--- config.mk ---
export PLATFORM = sky130hd
export DESIGN_NAME = lzbd_track
export DESIGN_NICKNAME = d
export VERILOG_FILES = /design/src/hdl/assert_macros.svh /design/src/hdl/lzbd_pkg.sv /design/src/hdl/lzbd_top_note.sv
export SDC_FILE = /design/constraint.sdc
export NUM_CORES = 1
export LEC_CHECK = 0
export BUFFER_PORTS_ARGS = -buffer_cell sky130_fd_sc_hd__buf_2
export CORE_MARGIN = 1.5
export CORE_UTILIZATION = 56
export CTS_BUF_LIST = sky130_fd_sc_hd__clkbuf_8 sky130_fd_sc_hd__clkbuf_16
export CTS_CLUSTER_SIZE = 14
export DETAILED_ROUTE_END_ITERATION = 7
export PLACE_DENSITY = 0.8
export SLEW_MARGIN = 30
export SYNTH_ARGS = -nofsm -noshare
export SYNTH_HDL_FRONTEND = slang
export SYNTH_SLANG_ARGS = --single-unit
--- constraint.sdc ---
create_clock -name clk -period 3 [get_ports clk]
set_input_delay 0 -clock clk [delete_from_list [all_inputs] [get_ports clk]]
set_output_delay 0 -clock clk [all_outputs]
set_load 0.02 [all_outputs]
--- src/hdl/assert_macros.svh ---
// Assertion macros for the RTL files of the byte decompressor.
`ifndef ASSERT_MACROS_SVH
`define ASSERT_MACROS_SVH

// Same-cycle implication, disabled while reset is held.
`define ASSERT_IMPLY(lbl, clk, rst_n, ante, cons, msg) \
  lbl: assert property (@(posedge clk) disable iff (!rst_n) (ante) |-> (cons)) \
    else $error(msg);

// Next-cycle implication, disabled while reset is held.
`define ASSERT_NEXT(lbl, clk, rst_n, ante, cons, msg) \
  lbl: assert property (@(posedge clk) disable iff (!rst_n) (ante) |=> (cons)) \
    else $error(msg);

`endif

--- src/hdl/lzbd_pkg.sv ---
// Types and constants shared by the byte decompressor modules.
package lzbd_pkg;

  localparam int BYTE_W = 8;
  localparam int POS_W  = 16;
  localparam int LEN_W  = 6;
  // A distance is a 10-bit offset plus one, so it spans 1 to 1024.
  localparam int DIST_W = 11;

  localparam logic [BYTE_W-1:0] MARKER_BYTE = 8'hFF;

  // Parser position within a token.
  typedef enum logic [1:0] {
    PH_IDLE  = 2'd0,
    PH_MARK  = 2'd1,
    PH_TOKEN = 2'd2
  } phase_t;

  // Sequencer states: take a word, read the window, emit a copied byte.
  typedef enum logic [1:0] {
    ST_IDLE = 2'd0,
    ST_READ = 2'd1,
    ST_COPY = 2'd2
  } seq_state_t;

endpackage

--- src/hdl/lzbd_top_note.sv ---
// Byte emission bookkeeping: window write pointer, fill level and output position.
module lzbd_track #(
  parameter int WINDOW_DEPTH = 1024,
  localparam int AW = $clog2(WINDOW_DEPTH),
  localparam int FW = $clog2(WINDOW_DEPTH + 1)
) (
  input  logic                       clk,
  input  logic                       rst_n,
  input  logic                       emit,
  output logic [AW-1:0]              wr_idx,
  output logic [FW-1:0]              fill,
  output logic [lzbd_pkg::POS_W-1:0] count
);

  logic [AW-1:0]              wr_idx_r;
  logic [AW-1:0]              wr_idx_nxt;
  logic [FW-1:0]              fill_r;
  logic [FW-1:0]              fill_nxt;
  logic [lzbd_pkg::POS_W-1:0] count_r;
  logic [lzbd_pkg::POS_W-1:0] count_nxt;

  // Each emitted byte advances the pointer, the saturating fill and the position.
  always_comb begin
    wr_idx_nxt = wr_idx_r;
    fill_nxt   = fill_r;
    count_nxt  = count_r;
    if (emit) begin
      wr_idx_nxt = (wr_idx_r == AW'(WINDOW_DEPTH - 1)) ? '0 : wr_idx_r + AW'(1);
      fill_nxt   = (fill_r == FW'(WINDOW_DEPTH)) ? fill_r : fill_r + FW'(1);
      count_nxt  = count_r + lzbd_pkg::POS_W'(1);
    end
  end

  always_ff @(posedge clk) begin
    if (!rst_n) begin
      wr_idx_r <= '0;
      fill_r   <= '0;
      count_r  <= '0;
    end else begin
      wr_idx_r <= wr_idx_nxt;
      fill_r   <= fill_nxt;
      count_r  <= count_nxt;
    end
  end

  assign wr_idx = wr_idx_r;
  assign fill   = fill_r;
  assign count  = count_r;

endmodule

==> out/results.tsv <==
stage	metric	value	unit
run_status	outcome	finished with violations	
run_status	violations	design-rule violations	
synth	netlist-cell-type-count	27	
timing	setup_violations	0	
drt	wl	3690	µm
die	die_x	57.8	µm
timing	relSlewSlack	40.6	%
timing	fmax	646	MHz
timing	hold_violations	0	
global_route	antenna_found_initial	0	
clock_network	clk_latency	0.30	ns
die	start_util	59.9	%
die	ios	40	
layout	drive_gt1_share	21.2	%
timing	post-route-period-util	51.6	%
critical_path	slowest_delay	0.51	ns
drt	post-route-drc-count	6	
layout	area_delta_synth_final	20.3	%
global_route	overflow	0	
drt	vias	1551	
drt	postRouteAntennaNets	0	
flow_run	max-cap-violations	0	
clock_network	cts-hold-fix-buffers	0	
placed_design	io_buffers	39	
synth	syn_nets	204	
critical_path	crit_slowest_cell	or4_1	
clock_network	clockBufferDepth	2	
clock_network	cts_tree	done	
layout	area.sequential	741	µm²
layout	final_util	72.0	%
clock_network	cts_setup_buffers	0	
die	coreArea	2810	µm²
critical_path	startpoint_type	register	
synth	avgSynthCellArea	8.53	µm²
die	row_count	19	
clock_network	cts-resized-gates	0	
power	p_leak	0.846	nW
synth	synth_warnings	0	
die	fp.dieH	57.8	µm
layout	antenna_cells	0	
critical_path	worstPathCellList	and4_1 -> nand3_2 -> or4_1 -> a21oi_1	
clock_network	numCtsBuffers	5	
timing	tns	0	ns
critical_path	cp_max_fo	5	
power	irDropWorstVdd	0.382	mV
timing	skew	0.0100	ns
critical_path	critPathCaptureType	register	
placed_design	hpwl	2550	µm
synth	ys_ff_latch	37	
critical_path	path_buf_inv	0	
placed_design	gp_congestion	0.796	
drt	dr.pass1.iters	6	
clock_network	cts_root_buf	clkbuf_8	
clock_network	cts.sinks	37	
layout	multi_input_area	886	µm²
timing	grt_setup_unrepaired	no	
synth	syn-cell-area	1680	µm²
clock_network	htree_num_levels	2	
synth	synth_cells	197	
global_route	grt_usage	24.1	%
timing	post-route-min-period	1.55	ns
critical_path	cp.arrival	1.77	ns
global_route	grt_pass1_wl	6170	µm
hold_path	min_path_type	in2reg	
clock_network	clk_pin_slew	0.08	ns
global_route	grt_max_degree	30	
power	p_per_area	537	nW/µm²
synth	seq_area_frac_synth	44.1	%
timing	maxSlewViolCount	0	
timing	worst_pin_slew	0.889	ns
global_route	grt_pass1_vias	1377	
drt	drt-wirelength-per-cell	13.8	µm
critical_path	path_class	reg2reg	
critical_path	required	3.22	ns
drt	vias_per_cell	5.81	
die	die_area	3340	µm²
layout	num-fill-cells	228	
layout	nets	242	
drt	drt_iter0_drc	110	
timing	hold_ws	0.0385	ns
critical_path	critPathTopFamily	simple AND/OR/NAND/NOR gates	
worst reg2reg max path: cells and delay by family, from the launching register on:
kind               cells  cell delay (ns)
and+or+nand+nor        3             0.89
DFF                    1             0.43
AOI/OAI and AO/OA      1             0.15
routing by layer:
layer  GRT usage [%]  part of all wire [%]  vias up
met3            7.81                   6.2        7
met1            30.4                    44      736
li1                -                     -      757
met4            10.6                   1.5        0
met2            37.7                    48       51
met5               0                     0        -
cells by family (layout without fill, tap and decap cells):
kind of cell / Yosys count / in the layout / share of synthesized area, %
compound gates: 18 / 18 / 5.88
xor+xnor: 24 / 24 / 12.5
fa+ha+maj: 4 / 4 / 2.98
buf+inv: 14 / 53 / 3.20
flops: 37 / 37 / 44.1
mux: 3 / 3 / 1.79
simple gates: 97 / 97 / 29.6
power by group:
group | switching, mW | internal, mW | leakage (nW)
clock network | 0.189 | 0.335 | 0.0687
registers | 0.0101 | 0.499 | 0.299
logic | 0.0353 | 0.0175 | 0.478
total | 0.234 | 0.851 | 0.846
Yosys cell counts (all sizes together):
master	number	area (µm²)
nand2	18	67.6
or4	1	7.51
a21oi	8	40.0
nor4	4	25.0
mux2i	3	30.0
clkbuf	6	22.5
nor2	28	105
xnor2	12	105
inv	6	22.5
nand3b	3	22.5
nand3	13	70.1
o21ai	8	40.0
or3	5	32.5
xor2	12	105
nand4	10	62.6
ha	4	50.1
nor3	4	20.0
and4	5	43.8
dfxtp	37	741
o31ai	1	7.51
and3	5	31.3
o221a	1	11.3
nor4b	1	8.76
buf	2	8.75
per-stage QoR:
stage | instances | instance area [µm²] | setup slack [ns] | total power [mW]
final | 267 | 2020 | 1.45 | 1.09
after global routing | 267 | 2020 | 1.30 | 1.12
after CTS | 267 | 2020 | 1.48 | 1.09
after detailed placement | 259 | 1880 | 1.50 | 0.572
after global placement | 259 | 1880 | 1.54 | 0.568
after floorplan | 197 | 1680 | 1.44 | 0.556
area by class of cell:
type,count,area share [%]
clock buffer,5,3.41
clock inverter,3,3.41
inverter,6,1.11
multi-input combinational,146,43.8
sequential,37,36.7
tap,31,1.92
timing repair buffer,39,9.66
sequential cells by signal, summed over array words and instances, names as in the netlist:
signal and count:
count 16, fill 11, wr_idx 10
worst paths after layout:
kind | from | endpoint | slack (ns) | cells after the start
setup / recovery | count[9] | count[15] | 1.45 | 4
hold / removal | rst_n | fill[0] | 0.04 | 3
setup reg to reg | count[9] | count[15] | 1.45 | 4
hold reg to reg | count[15] | count[15] | 0.50 | 2
placed cells by master, fill, tap and decap left out, types with 5 or more instances in the layout:
cell,synthesis,routed
nor2_1,28,28
nand4_1,10,10
xor2_1,12,12
and4_1,5,5
clkbuf_8,0,5
inv_1,6,6
o21ai_0,8,8
nand3_1,12,12
buf_2,1,39
nand2_1,18,18
xnor2_1,12,12
a21oi_1,8,8
dfxtp_1,37,37
and3_1,5,5
Power figures use the tool's default switching activity.
