[config.mk]
export PLATFORM = sky130hd
export DESIGN_NAME = lzbd_alu
export DESIGN_NICKNAME = d
export VERILOG_FILES = /design/src/hdl/assert_macros.svh /design/src/hdl/lzbd_pkg.sv /design/src/hdl/lzbd_alu.sv
export SDC_FILE = /design/constraint.sdc
export NUM_CORES = 1
export LEC_CHECK = 0
export BUFFER_PORTS_ARGS = -buffer_cell sky130_fd_sc_hd__buf_2
export CAP_MARGIN = 0
export CORE_ASPECT_RATIO = 0.8
export CORE_MARGIN = 2
export CORE_UTILIZATION = 45
export DETAILED_ROUTE_END_ITERATION = 10
export PLACE_DENSITY = 0.93
export SLEW_MARGIN = 40
export SYNTH_ARGS = -nofsm -noshare
export SYNTH_HDL_FRONTEND = slang
export SYNTH_SLANG_ARGS = --single-unit
[constraint.sdc]
create_clock -name vclk -period 2
set_input_delay 0.2 -clock vclk [all_inputs]
set_output_delay 0.2 -clock vclk [all_outputs]
set_load 0.05 [all_outputs]
[src/hdl/assert_macros.svh]
// Assertion macros for the RTL files of the byte decompressor.
`ifndef ASSERT_MACROS_SVH
`define ASSERT_MACROS_SVH

// Same-cycle implication, disabled while reset is held.
`define ASSERT_IMPLY(lbl, clk, rst_n, ante, cons, msg) \
  lbl: assert property (@(posedge clk) disable iff (!rst_n) (ante) |-> (cons)) \
    else $error(msg);

// Next-cycle implication, disabled while reset is held.
`define ASSERT_NEXT(lbl, clk, rst_n, ante, cons, msg) \
  lbl: assert property (@(posedge clk) disable iff (!rst_n) (ante) |=> (cons)) \
    else $error(msg);

`endif

[src/hdl/lzbd_pkg.sv]
// Types and constants shared by the byte decompressor modules.
package lzbd_pkg;

  localparam int BYTE_W = 8;
  localparam int POS_W  = 16;
  localparam int LEN_W  = 6;
  // A distance is a 10-bit offset plus one, so it spans 1 to 1024.
  localparam int DIST_W = 11;

  localparam logic [BYTE_W-1:0] MARKER_BYTE = 8'hFF;

  // Parser position within a token.
  typedef enum logic [1:0] {
    PH_IDLE  = 2'd0,
    PH_MARK  = 2'd1,
    PH_TOKEN = 2'd2
  } phase_t;

  // Sequencer states: take a word, read the window, emit a copied byte.
  typedef enum logic [1:0] {
    ST_IDLE = 2'd0,
    ST_READ = 2'd1,
    ST_COPY = 2'd2
  } seq_state_t;

endpackage

[src/hdl/lzbd_alu.sv]
// Address unit: window read address and history hit check for a copy.
module lzbd_alu #(
  parameter int WINDOW_DEPTH = 1024,
  localparam int AW = $clog2(WINDOW_DEPTH),
  localparam int FW = $clog2(WINDOW_DEPTH + 1)
) (
  input  logic [AW-1:0]                  wr_idx,
  input  logic [lzbd_pkg::DIST_W-1:0]    distance,
  input  logic [FW-1:0]                  fill,
  output logic [AW-1:0]                  rd_addr,
  output logic                           hit
);

  localparam int CW = ((AW > lzbd_pkg::DIST_W) ? AW : lzbd_pkg::DIST_W) + 2;

  logic [CW-1:0] depth_c;
  logic [CW-1:0] dist_c;
  logic [CW-1:0] back_c;
  logic [CW-1:0] wr_c;
  logic [CW-1:0] rd_c;

  // A distance equal to the depth lands on the entry about to be overwritten.
  always_comb begin
    depth_c = CW'(WINDOW_DEPTH);
    dist_c  = CW'(distance);
    wr_c    = CW'(wr_idx);
    back_c  = (dist_c == depth_c) ? '0 : dist_c;
    rd_c    = (wr_c >= back_c) ? (wr_c - back_c) : (wr_c + depth_c - back_c);
    rd_addr = rd_c[AW-1:0];
    // The entry holds real history only once that many bytes were written.
    hit     = (CW'(fill) >= dist_c);
  end

endmodule

==> results of run 1 <==
-- path summary, 6_finish.rpt --
kind                         end        start  cells after the start  slack (ns)
worst max-delay path  rd_addr[9]  distance[2]                      9        0.10
worst min-delay path  rd_addr[0]  distance[0]                      4        0.85
-- metrics by stage --
step           power (mW)  setup TNS [ns]
6_report            0.491               0
5_1_grt             0.529        -0.00630
4_1_cts             0.482               0
3_5_place_dp        0.469         -0.0616
3_3_place_gp        0.455               0
2_1_floorplan       0.350        -0.00723
-- final cells by class --
class                      instances  area [µm²]
multi-input combinational         74         709
inverter                          25        93.8
tap                               22        27.5
timing repair buffer              49         274
fill                             148         489
-- routing by layer --
metal	GRT usage, %	part of all wire [%]
met5	0	0
met4	0	0
met3	0	3.5
met2	41.0	57
met1	21.1	39
-- where the power goes --
part           internal [mW]  total, mW  switching, mW
clock network              0          0              0
logic                  0.190      0.491          0.302
registers                  0          0              0
-- cells in the final DEF (no fill, tap or decap), types with 2 or more instances in the layout --
cell      netlist  routed
xnor2_1         8       2
nand2b_1        3       3
buf_2           1      39
a21oi_1         4       4
nor3_1          2       2
a211oi_1        3       3
a21o_1          2       2
nand4_1         2       2
nand2_1         2       2
ha_1           20      19
buf_4           0       8
o21ai_1         2       2
nand3_1         3       3
xnor2_2         0       6
nor2_1          7       6
inv_1          25      24
o21bai_1        2       2
-- kinds of logic (layout without fill, tap and decap cells) --
kind of cell	after synthesis	after routing	share of synthesized area (%)
simple gates	22	22	16.0
buf+inv	28	74	14.2
xor+xnor	8	8	9.35
compound gates	23	23	24.4
fa+ha+maj	21	21	36.1
-- tightest hold or removal path: stages --
cell,delay (ns)
buf_2,0.09
ha_2,0.13
inv_1,0.03
buf_2,0.20
-- repair_timing --
action	4_1_cts	5_1_grt
setup endpoints to repair	1	4
hold buffers	0	0
resized for setup	3	9
pin swaps	0	0
==> metrics.md, run 1 <==
| Metric | Value |
|---|---|
| Setup crit end kind | output pin |
| # DRC | 0 |
| Detail Placement HPWL | around 1800 µm |
| Avg Cell Area, Syn | roughly 7.3 µm² |
| Placed Area | between 1000 and 1500 µm² |
| DR pass1 iterations | 4 |
| P_leak | 0.662 nW |
| P&R area growth vs syn | 47.4% |
| Die area | roughly 2000 µm² |
| Worst hold path class | in -> out |
| Routed wire per std cell | approximately 11 µm |
| Gp weighted congestion | 0.822 |
| Non-Filler Instances | 170 |
| CP max stage delay | 0.31 ns |
| Rows | 13 |
| # clk buffers | 0 |
| Area leader, netlist | ha_1 |
| # diodes | 0 |
| Post-place setup slack | -0.0616 ns |
| Sequential area share after synthesis | 0% |
| Status | complete, no violations |
| Period utilisation layout | a little over nine tenths |
| Cells along the critical path | buf_2 -> inv_1 -> ha_1 -> o21ai_1 -> a211oi_1 -> o31a_1 -> nor2_2 -> xnor2_2 -> buf_4 |
| DR iter-0 viols | 9 |
| Yosys cell types | 30 |
| Via count | 839 |
| CP required | around 1.8 ns |
| Postcts setup bufs | 0 |
| Post-route ant nets | 0 |
| DIE WIDTH | 49.6 µm |
| CP max-delay cell | o31a_1 |
| Pwr Density | 445 nW/µm² |
| Top-Level Pins | 43 |
| Worst Setup Slack, final | approximately 0.10 ns |
| FF+latch area | 0 µm² |
| Arr. time, crit path | roughly 1.7 ns |
| Final wirelength | 1850 µm |
| Most instantiated cells after synthesis | inv_1, ha_1, xnor2_1, nor2_1, a21oi_1 |
| Max-Cap Viols | 0 |
| Top area cells in the synthesized netlist | ha_1, inv_1, xnor2_1 |
| Core Region | 1590 µm² |
| Critical path class | in -> out |
| Relative slew margins | approximately 80% |
| Hold Vio Cnt, Final | 0 |
| Fin util | between 60% and 70% |
| Layout cells sized above 1 | about 45% |
| Placed Cells | between 150 and 200 |
| Vias in the first global route | 744 |
| Min Hold Slack | around 0.85 ns |
| Slew Viols, Final | 0 |
| FFs & Latches | 0 |
| Post-Syn Area | 749 µm² |
| Vias per inst | about 4.9 |
| Syn nets | between 150 and 200 |
| Starting Density | 47.0% |
| CP Buf/Inv Count | 3 |
| Yosys Warn Count | 0 |
| VDD IR max | about 0.28 mV |
| Worst Setup Start Kind | input port |
| Count leader, synth | inv_1 |
| FMAX | about 0.53 GHz |
| Gate count after technology mapping | 102 |
| Design Area, Final | about 1100 µm² |
| First-pass GRT wire length | roughly 3000 µm |
| Worst-Margin Slew | approximately 0.31 ns |
| Grt ovf | 0 |
| Setup violators final | 0 |
| Nets | about 200 |
| Delay-heaviest family, CP | compound AO/OA/AOI/OAI gates |
| Largest fanout on the critical path | 3 |
| Largest net degree at the start of global routing | 7 |
| Yosys top cell area share | about a third |
| Tmin final | roughly 1.9 ns |
| Total Routing Usage GR | between 10% and 20% |
| Initial antenna violation count | 0 |
| IO buf count | 43 |
| Die H | around 41 µm |
Power figures use the tool's default switching activity.
==> run 2, diff against run 1 <==
==> constraint.sdc (replaced) <==
create_clock -name vclk -period 2
set_input_delay 0.4 -clock vclk [all_inputs]
set_output_delay 0.4 -clock vclk [all_outputs]
set_load 0.05 [all_outputs]
==> run 2 against run 1 <==
The run now fails in 4_1_cts. Synthesized cell count unchanged. Synthesized area stayed put.
==> metrics.md, run 2 <==
| Metric | Value |
|---|---|
| Gp weighted congestion | between 0.8 and 0.9 |
| Most instantiated cells after synthesis | inv_1, ha_1, xnor2_1, nor2_1, a21oi_1 |
| Post-Syn Area | between 700 and 800 µm² |
| Rows | 13 |
| Top area cells in the synthesized netlist | ha_1, inv_1, xnor2_1 |
| CTS Hold Bufs | 0 |
| Syn nets | between 150 and 200 |
| Area leader, netlist | ha_1 |
| Synth Area in Compound Gates | 24.4% |
| Mux share of post-synthesis cell area | 0% |
| Top-Level Pins | 43 |
| Sequential area share after synthesis | 0% |
| IO buf count | 43 |
| Status | stopped before the end |
| Synth Area in XOR/XNOR | a little under a tenth |
| Count leader, synth | inv_1 |
| PostCTS Resize Cnt | 47 |
| Yosys cell types | 30 |
| Yosys top cell area share | between 30% and 40% |
| Post-Synth Simple-Gate Area | about 16% |
| Largest family of logic cells by synthesized area | adder cells |
| Run Error | [ERROR DPL-0033] detailed placement checks failed during check placement. |
| Gate count after technology mapping | 102 |
| Halt Stage | 4_1_cts |
| Synth Area in Adders | a little over a third |
| Yosys Warn Count | 0 |
| Detail Placement HPWL | about 2100 µm |
| Postcts setup bufs | 1 |
| Die H | approximately 40 µm |
| DIE WIDTH | around 50 µm |
| Avg Cell Area, Syn | between 7 and 8 µm² |
| Starting Density | about 47% |
[run 2: kinds of logic after synthesis]
logic type,count (synthesis)
XOR/XNOR,8
adder cells (fa/ha/maj),21
AO/OA/AOI/OAI,23
buffers and inverters,28
AND/OR/NAND/NOR,22
[run 2: per-stage QoR]
step | area [µm²] | util (%) | instances | setup slack [ns]
after global placement | 1330 | 83.5 | 184 | -0.482
after detailed placement | 1330 | 83.5 | 184 | -0.511
after floorplan | 957 | - | 102 | -0.314
==> run 3, diff against run 2 <==
--- a/config.mk
+++ b/config.mk
@@ -7,11 +7,10 @@
 export LEC_CHECK = 0
 export BUFFER_PORTS_ARGS = -buffer_cell sky130_fd_sc_hd__buf_2
 export CAP_MARGIN = 0
-export CORE_ASPECT_RATIO = 0.8
-export CORE_MARGIN = 2
-export CORE_UTILIZATION = 45
+export CORE_AREA = 2 2 63 65
 export DETAILED_ROUTE_END_ITERATION = 10
-export PLACE_DENSITY = 0.93
+export DIE_AREA = 0 0 65 67
+export PLACE_DENSITY_LB_ADDON = 0.15
 export SLEW_MARGIN = 40
 export SYNTH_ARGS = -nofsm -noshare
 export SYNTH_HDL_FRONTEND = slang
==> run 3 against run 2 <==
The flow now finishes, with violations (negative setup slack).
==> metrics.md, run 3 (synthesis gave the netlist of run 1 again) <==
| Metric | Value |
|---|---|
| Die area | 4360 µm² |
| Core Region | roughly 3600 µm² |
| Critical path class | in -> out |
| Period utilisation layout | 116% |
| Post-route ant nets | 0 |
| P&R area growth vs syn | 120% |
| VDD IR max | about 0.16 mV |
| RSZ-0062 raised after global routing | yes |
| Setup crit end | rd_addr[8] |
| Total Neg Setup Slack | -1.03 ns |
| Nets | between 200 and 250 |
| Starting Density | 20.8% |
| IO buf count | 43 |
| Post-place setup slack | -0.558 ns |
| Fin util | around 46% |
| Rows | 22 |
| Routed wire per std cell | ~9.5 µm |
| Initial antenna violation count | 0 |
| Gp weighted congestion | 0.852 |
| Pwr Density | roughly 420 nW/µm² |
| Die H | 67 µm |
| DR iter-0 viols | 14 |
| Relative slew margins | a little over 70% |
| Worst-Margin Slew | between 0.4 and 0.5 ns |
| Min Hold Slack | around 1.2 ns |
| Fill count | 354 |
| FMAX | about 0.43 GHz |
| Via count | between 900 and 1000 |
| CTS Hold Bufs | 0 |
| Layout cells sized above 1 | 70.1% |
| CP required | about 1.6 ns |
| Commonest non-fill, non-tap cell in the layout | buf_2 |
| Grt ovf | 0 |
| Slew Viols, Final | 0 |
| Detail Placement HPWL | between 1500 and 2000 µm |
| # clk buffers | 0 |
| Hold Crit Start | distance[0] |
| First-pass GRT wire length | between 3000 and 4000 µm |
| Tmin final | 2.32 ns |
| Total Routing Usage GR | about a tenth |
| P_leak | slightly above 0.8 nW |
| Top-Level Pins | 43 |
| Worst Setup Slack, final | -0.319 ns |
| Vias per inst | 4.22 |
| Worst Setup SP | wr_idx[0] |
| FF+latch area | 0 µm² |
| Hold Vio Cnt, Final | 0 |
| Largest fanout on the critical path | 2 |
| Power Total | roughly 0.69 mW |
| Setup violators final | 7 |
| Worst Setup Start Kind | input port |
| Area of the multi-input gates | between 900 and 1000 µm² |
| # diodes | 0 |
| # DRC | 0 |
| Most frequent cells in the layout | buf_2, buf_4, inv_1 |
| Largest net degree at the start of global routing | 8 |
| Vias in the first global route | 839 |
| Failing checks | negative setup slack |
| FFs & Latches | 0 |
| Worst hold path class | in -> out |
| Setup crit end kind | output pin |
| Max-Cap Viols | 0 |
| Arr. time, crit path | ~1.9 ns |
| DIE WIDTH | 65 µm |
| DR pass1 iterations | 4 |
| Status | finished with violations |
| Final wirelength | 2050 µm |
run 3: layout make-up:
class              count  share of cell area [%]
multi-input cells     74                    58.4
repair buffers        68                    31.4
inverters             25                    6.60
well taps             48                    3.64
run 3: timing repair:
item / CTS / global route
setup buffers: 2 / 1
setup endpoints to repair: 8 / 9
pin swaps: 22 / 22
gates cloned: 0 / 0
gates resized for setup: 40 / 27
run 3: worst max-delay path, stage by stage:
cell and delay [ns]:
buf_6 0.09, inv_4 0.04, ha_4 0.13, fa_2 0.22
nor2b_4 0.05, o2111ai_2 0.18, nand3_2 0.13, o41ai_4 0.34
xnor2_4 0.16, buf_6 0.17
run 3: worst min-delay path by stage:
stage | end | slack (ns) | cells after the start
floorplan | rd_addr[6] | 1.12 | 2
global placement | rd_addr[0] | 1.27 | 4
detailed placement | rd_addr[0] | 1.27 | 4
CTS | rd_addr[0] | 1.21 | 4
global route | rd_addr[0] | 1.22 | 4
finish | rd_addr[0] | 1.21 | 4
run 3: where the power goes:
| part | internal (mW) | switching, mW | total, mW |
|---|---|---|---|
| Combinational | 0.330 | 0.359 | 0.689 |
| Clock | 0 | 0 | 0 |
| Sequential | 0 | 0 | 0 |
run 3: layer usage:
metal,global-route usage [%],part of all wire [%],wire (µm)
met2,19.3,57,1180
met1,11.8,39,791
met4,0,0,0
met5,0,0,0
met3,0.507,4.1,84
run 3: through the flow:
stage | area (µm²) | cells
5_1_grt | 1650 | 215
3_3_place_gp | 1380 | 212
3_5_place_dp | 1380 | 212
6_report | 1650 | 215
4_1_cts | 1570 | 214
2_1_floorplan | 957 | 102
==> run 4, diff against run 3 <==
--- a/config.mk
+++ b/config.mk
@@ -7,6 +7,8 @@
 export LEC_CHECK = 0
 export BUFFER_PORTS_ARGS = -buffer_cell sky130_fd_sc_hd__buf_2
 export CAP_MARGIN = 0
+export CELL_PAD_IN_SITES_DETAIL_PLACEMENT = 1
+export CELL_PAD_IN_SITES_GLOBAL_PLACEMENT = 1
 export CORE_AREA = 2 2 63 65
 export DETAILED_ROUTE_END_ITERATION = 10
 export DIE_AREA = 0 0 65 67
==> run 4 against run 3 <==
The run still ends with negative setup slack left. Die area stayed put. Global-route usage is 2.3 points higher. Combinational power hardly changed. Worst setup slack worse by 0.016 ns. Via count is 5.8% higher. First-iteration DRC count is 29% lower. Non-clock buffer count is 2 higher. Sequential share of layout area stayed put. Fmax is 0.69% lower. Count of clock-buffer cells in the layout stayed put. Cell count is 0.93% higher. Worst hold slack better by 0.0046 ns. Critical path type unchanged. Critical endpoint unchanged.
==> metrics.md, run 4 (synthesis gave the netlist of run 1 again) <==
| Metric | Value |
|---|---|
| Status | finished with violations |
| Failing checks | negative setup slack |
| Routed wire per std cell | between 10 and 15 µm |
| Power share of the combinational group | 100.0% |
| Detail Placement HPWL | ~2100 µm |
| Hold Vio Cnt, Final | 0 |
| CP required | around 1.6 ns |
| DR iter-0 viols | 10 |
| Worst Setup Slack, final | -0.335 ns |
| Vias per inst | 4.43 |
| Vias in the first global route | about 1000 |
| Layout cells sized above 1 | about two thirds |
| Setup violators final | 8 |
| Pwr Density | about 430 nW/µm² |
| Top-Level Pins | 43 |
| FMAX | about 0.43 GHz |
| Final wirelength | around 2600 µm |
| Switch share | approximately 53% |
| RSZ-0062 raised after global routing | yes |
| Worst Setup Start Kind | input port |
| FFs & Latches | 0 |
| Max-Cap Viols | 0 |
| Relative slew margins | 72.8% |
| Worst hold path class | in -> out |
| Rows | 22 |
| Clock power frac | 0% |
| Largest fanout on the critical path | 2 |
| Fill count | 430 |
| Min Hold Slack | 1.21 ns |
| Setup crit end kind | output pin |
| Starting Density | approximately a fifth |
| Worst Setup SP | wr_idx[0] |
| Die H | approximately 67 µm |
| Initial antenna violation count | 0 |
| FF+latch area | 0 µm² |
| DR pass1 iterations | 2 |
| Hold Crit Start | distance[0] |
| Tmin final | 2.33 ns |
| Grt ovf | 0 |
| # diodes | 0 |
| Fin util | 44.8% |
| Die area | between 4000 and 5000 µm² |
| Core Region | roughly 3600 µm² |
| Int Power | around 0.32 mW |
| P_leak | approximately 0.82 nW |
| First-pass GRT wire length | 4180 µm |
| Commonest non-fill, non-tap cell in the layout | buf_2 |
| Post-route ant nets | 0 |
| Via count | a little under 1000 |
| Nets | roughly 220 |
| Gp weighted congestion | 0.748 |
| Largest net degree at the start of global routing | 7 |
| VDD IR max | 0.188 mV |
| Power Total | between 0.6 and 0.7 mW |
| IO buf count | 43 |
| P&R area growth vs syn | 115% |
| DIE WIDTH | 65 µm |
| # clk buffers | 0 |
| Worst-Margin Slew | just over 0.4 ns |
| Most frequent cells in the layout | buf_2, buf_4, inv_1 |
| # DRC | 0 |
| Critical path class | in -> out |
| Sw Pwr | 0.366 mW |
| Total Routing Usage GR | between 10% and 20% |
| Arr. time, crit path | approximately 1.9 ns |
| Power share of the sequential group | 0% |
| Slew Viols, Final | 0 |
| Period utilisation layout | 117% |
## run 4: cell count changes in the layout (fill, tap and decap cells not counted), moves of 2 or more
cell   change
buf_4      +4
buf_2      +4
buf_6      -2
inv_1      +6
inv_2      -5
buf_8      -3
## run 4: cell type report
type	instances	area (µm²)	area share, %
inverters	25	106	6.59
multi-input cells	74	955	59.1
well taps	48	60.1	3.72
repair buffers	70	493	30.5
## run 4: power by group through the flow
stage          Clock [mW]  Combinational, mW  Sequential (mW)
6_report                0              0.690                0
5_1_grt                 0              0.741                0
4_1_cts                 0              0.665                0
3_5_place_dp            0              0.587                0
3_3_place_gp            0              0.576                0
2_1_floorplan           0              0.428                0
## run 4: path summary, 6_finish.rpt
kind / cells after the start / to / slack (ns)
max: 10 / rd_addr[8] / -0.33
min: 4 / rd_addr[0] / 1.21
## run 4: through the flow
| stage | instances | area (µm²) | setup WS, ns | setup TNS (ns) |
|---|---|---|---|---|
| after CTS | 216 | 1540 | -0.416 | -1.61 |
| after global placement | 213 | 1390 | -0.495 | -2.41 |
| after detailed placement | 213 | 1390 | -0.518 | -2.71 |
| after global routing | 217 | 1610 | -0.413 | -2.17 |
| after floorplan | 102 | 957 | -0.314 | -1.04 |
| final | 217 | 1610 | -0.335 | -1.55 |
## run 4: per-layer routing
layer / wire, µm / global-route usage, % / share of wire (%)
met1: 1030 / 14.2 / 39
met2: 1430 / 23.8 / 55
met3: 130 / 0.845 / 5.0
met4: 18 / 0.798 / 0.69
met5: 0 / 0 / 0
## run 4: worst max-delay path: stages
cell and delay, ns:
buf_6 0.10, inv_4 0.04, ha_4 0.12, fa_2 0.23
nor2b_4 0.05, o2111ai_2 0.17, nand3_2 0.14, o41ai_4 0.35
xnor2_4 0.16, buf_6 0.17
## run 4: repair_timing
action,4_1_cts,5_1_grt
resized for setup,33,11
buffers inserted,3,1
pin swaps,16,11
hold buffers,0,0
endpoints found under the setup margin,9,8
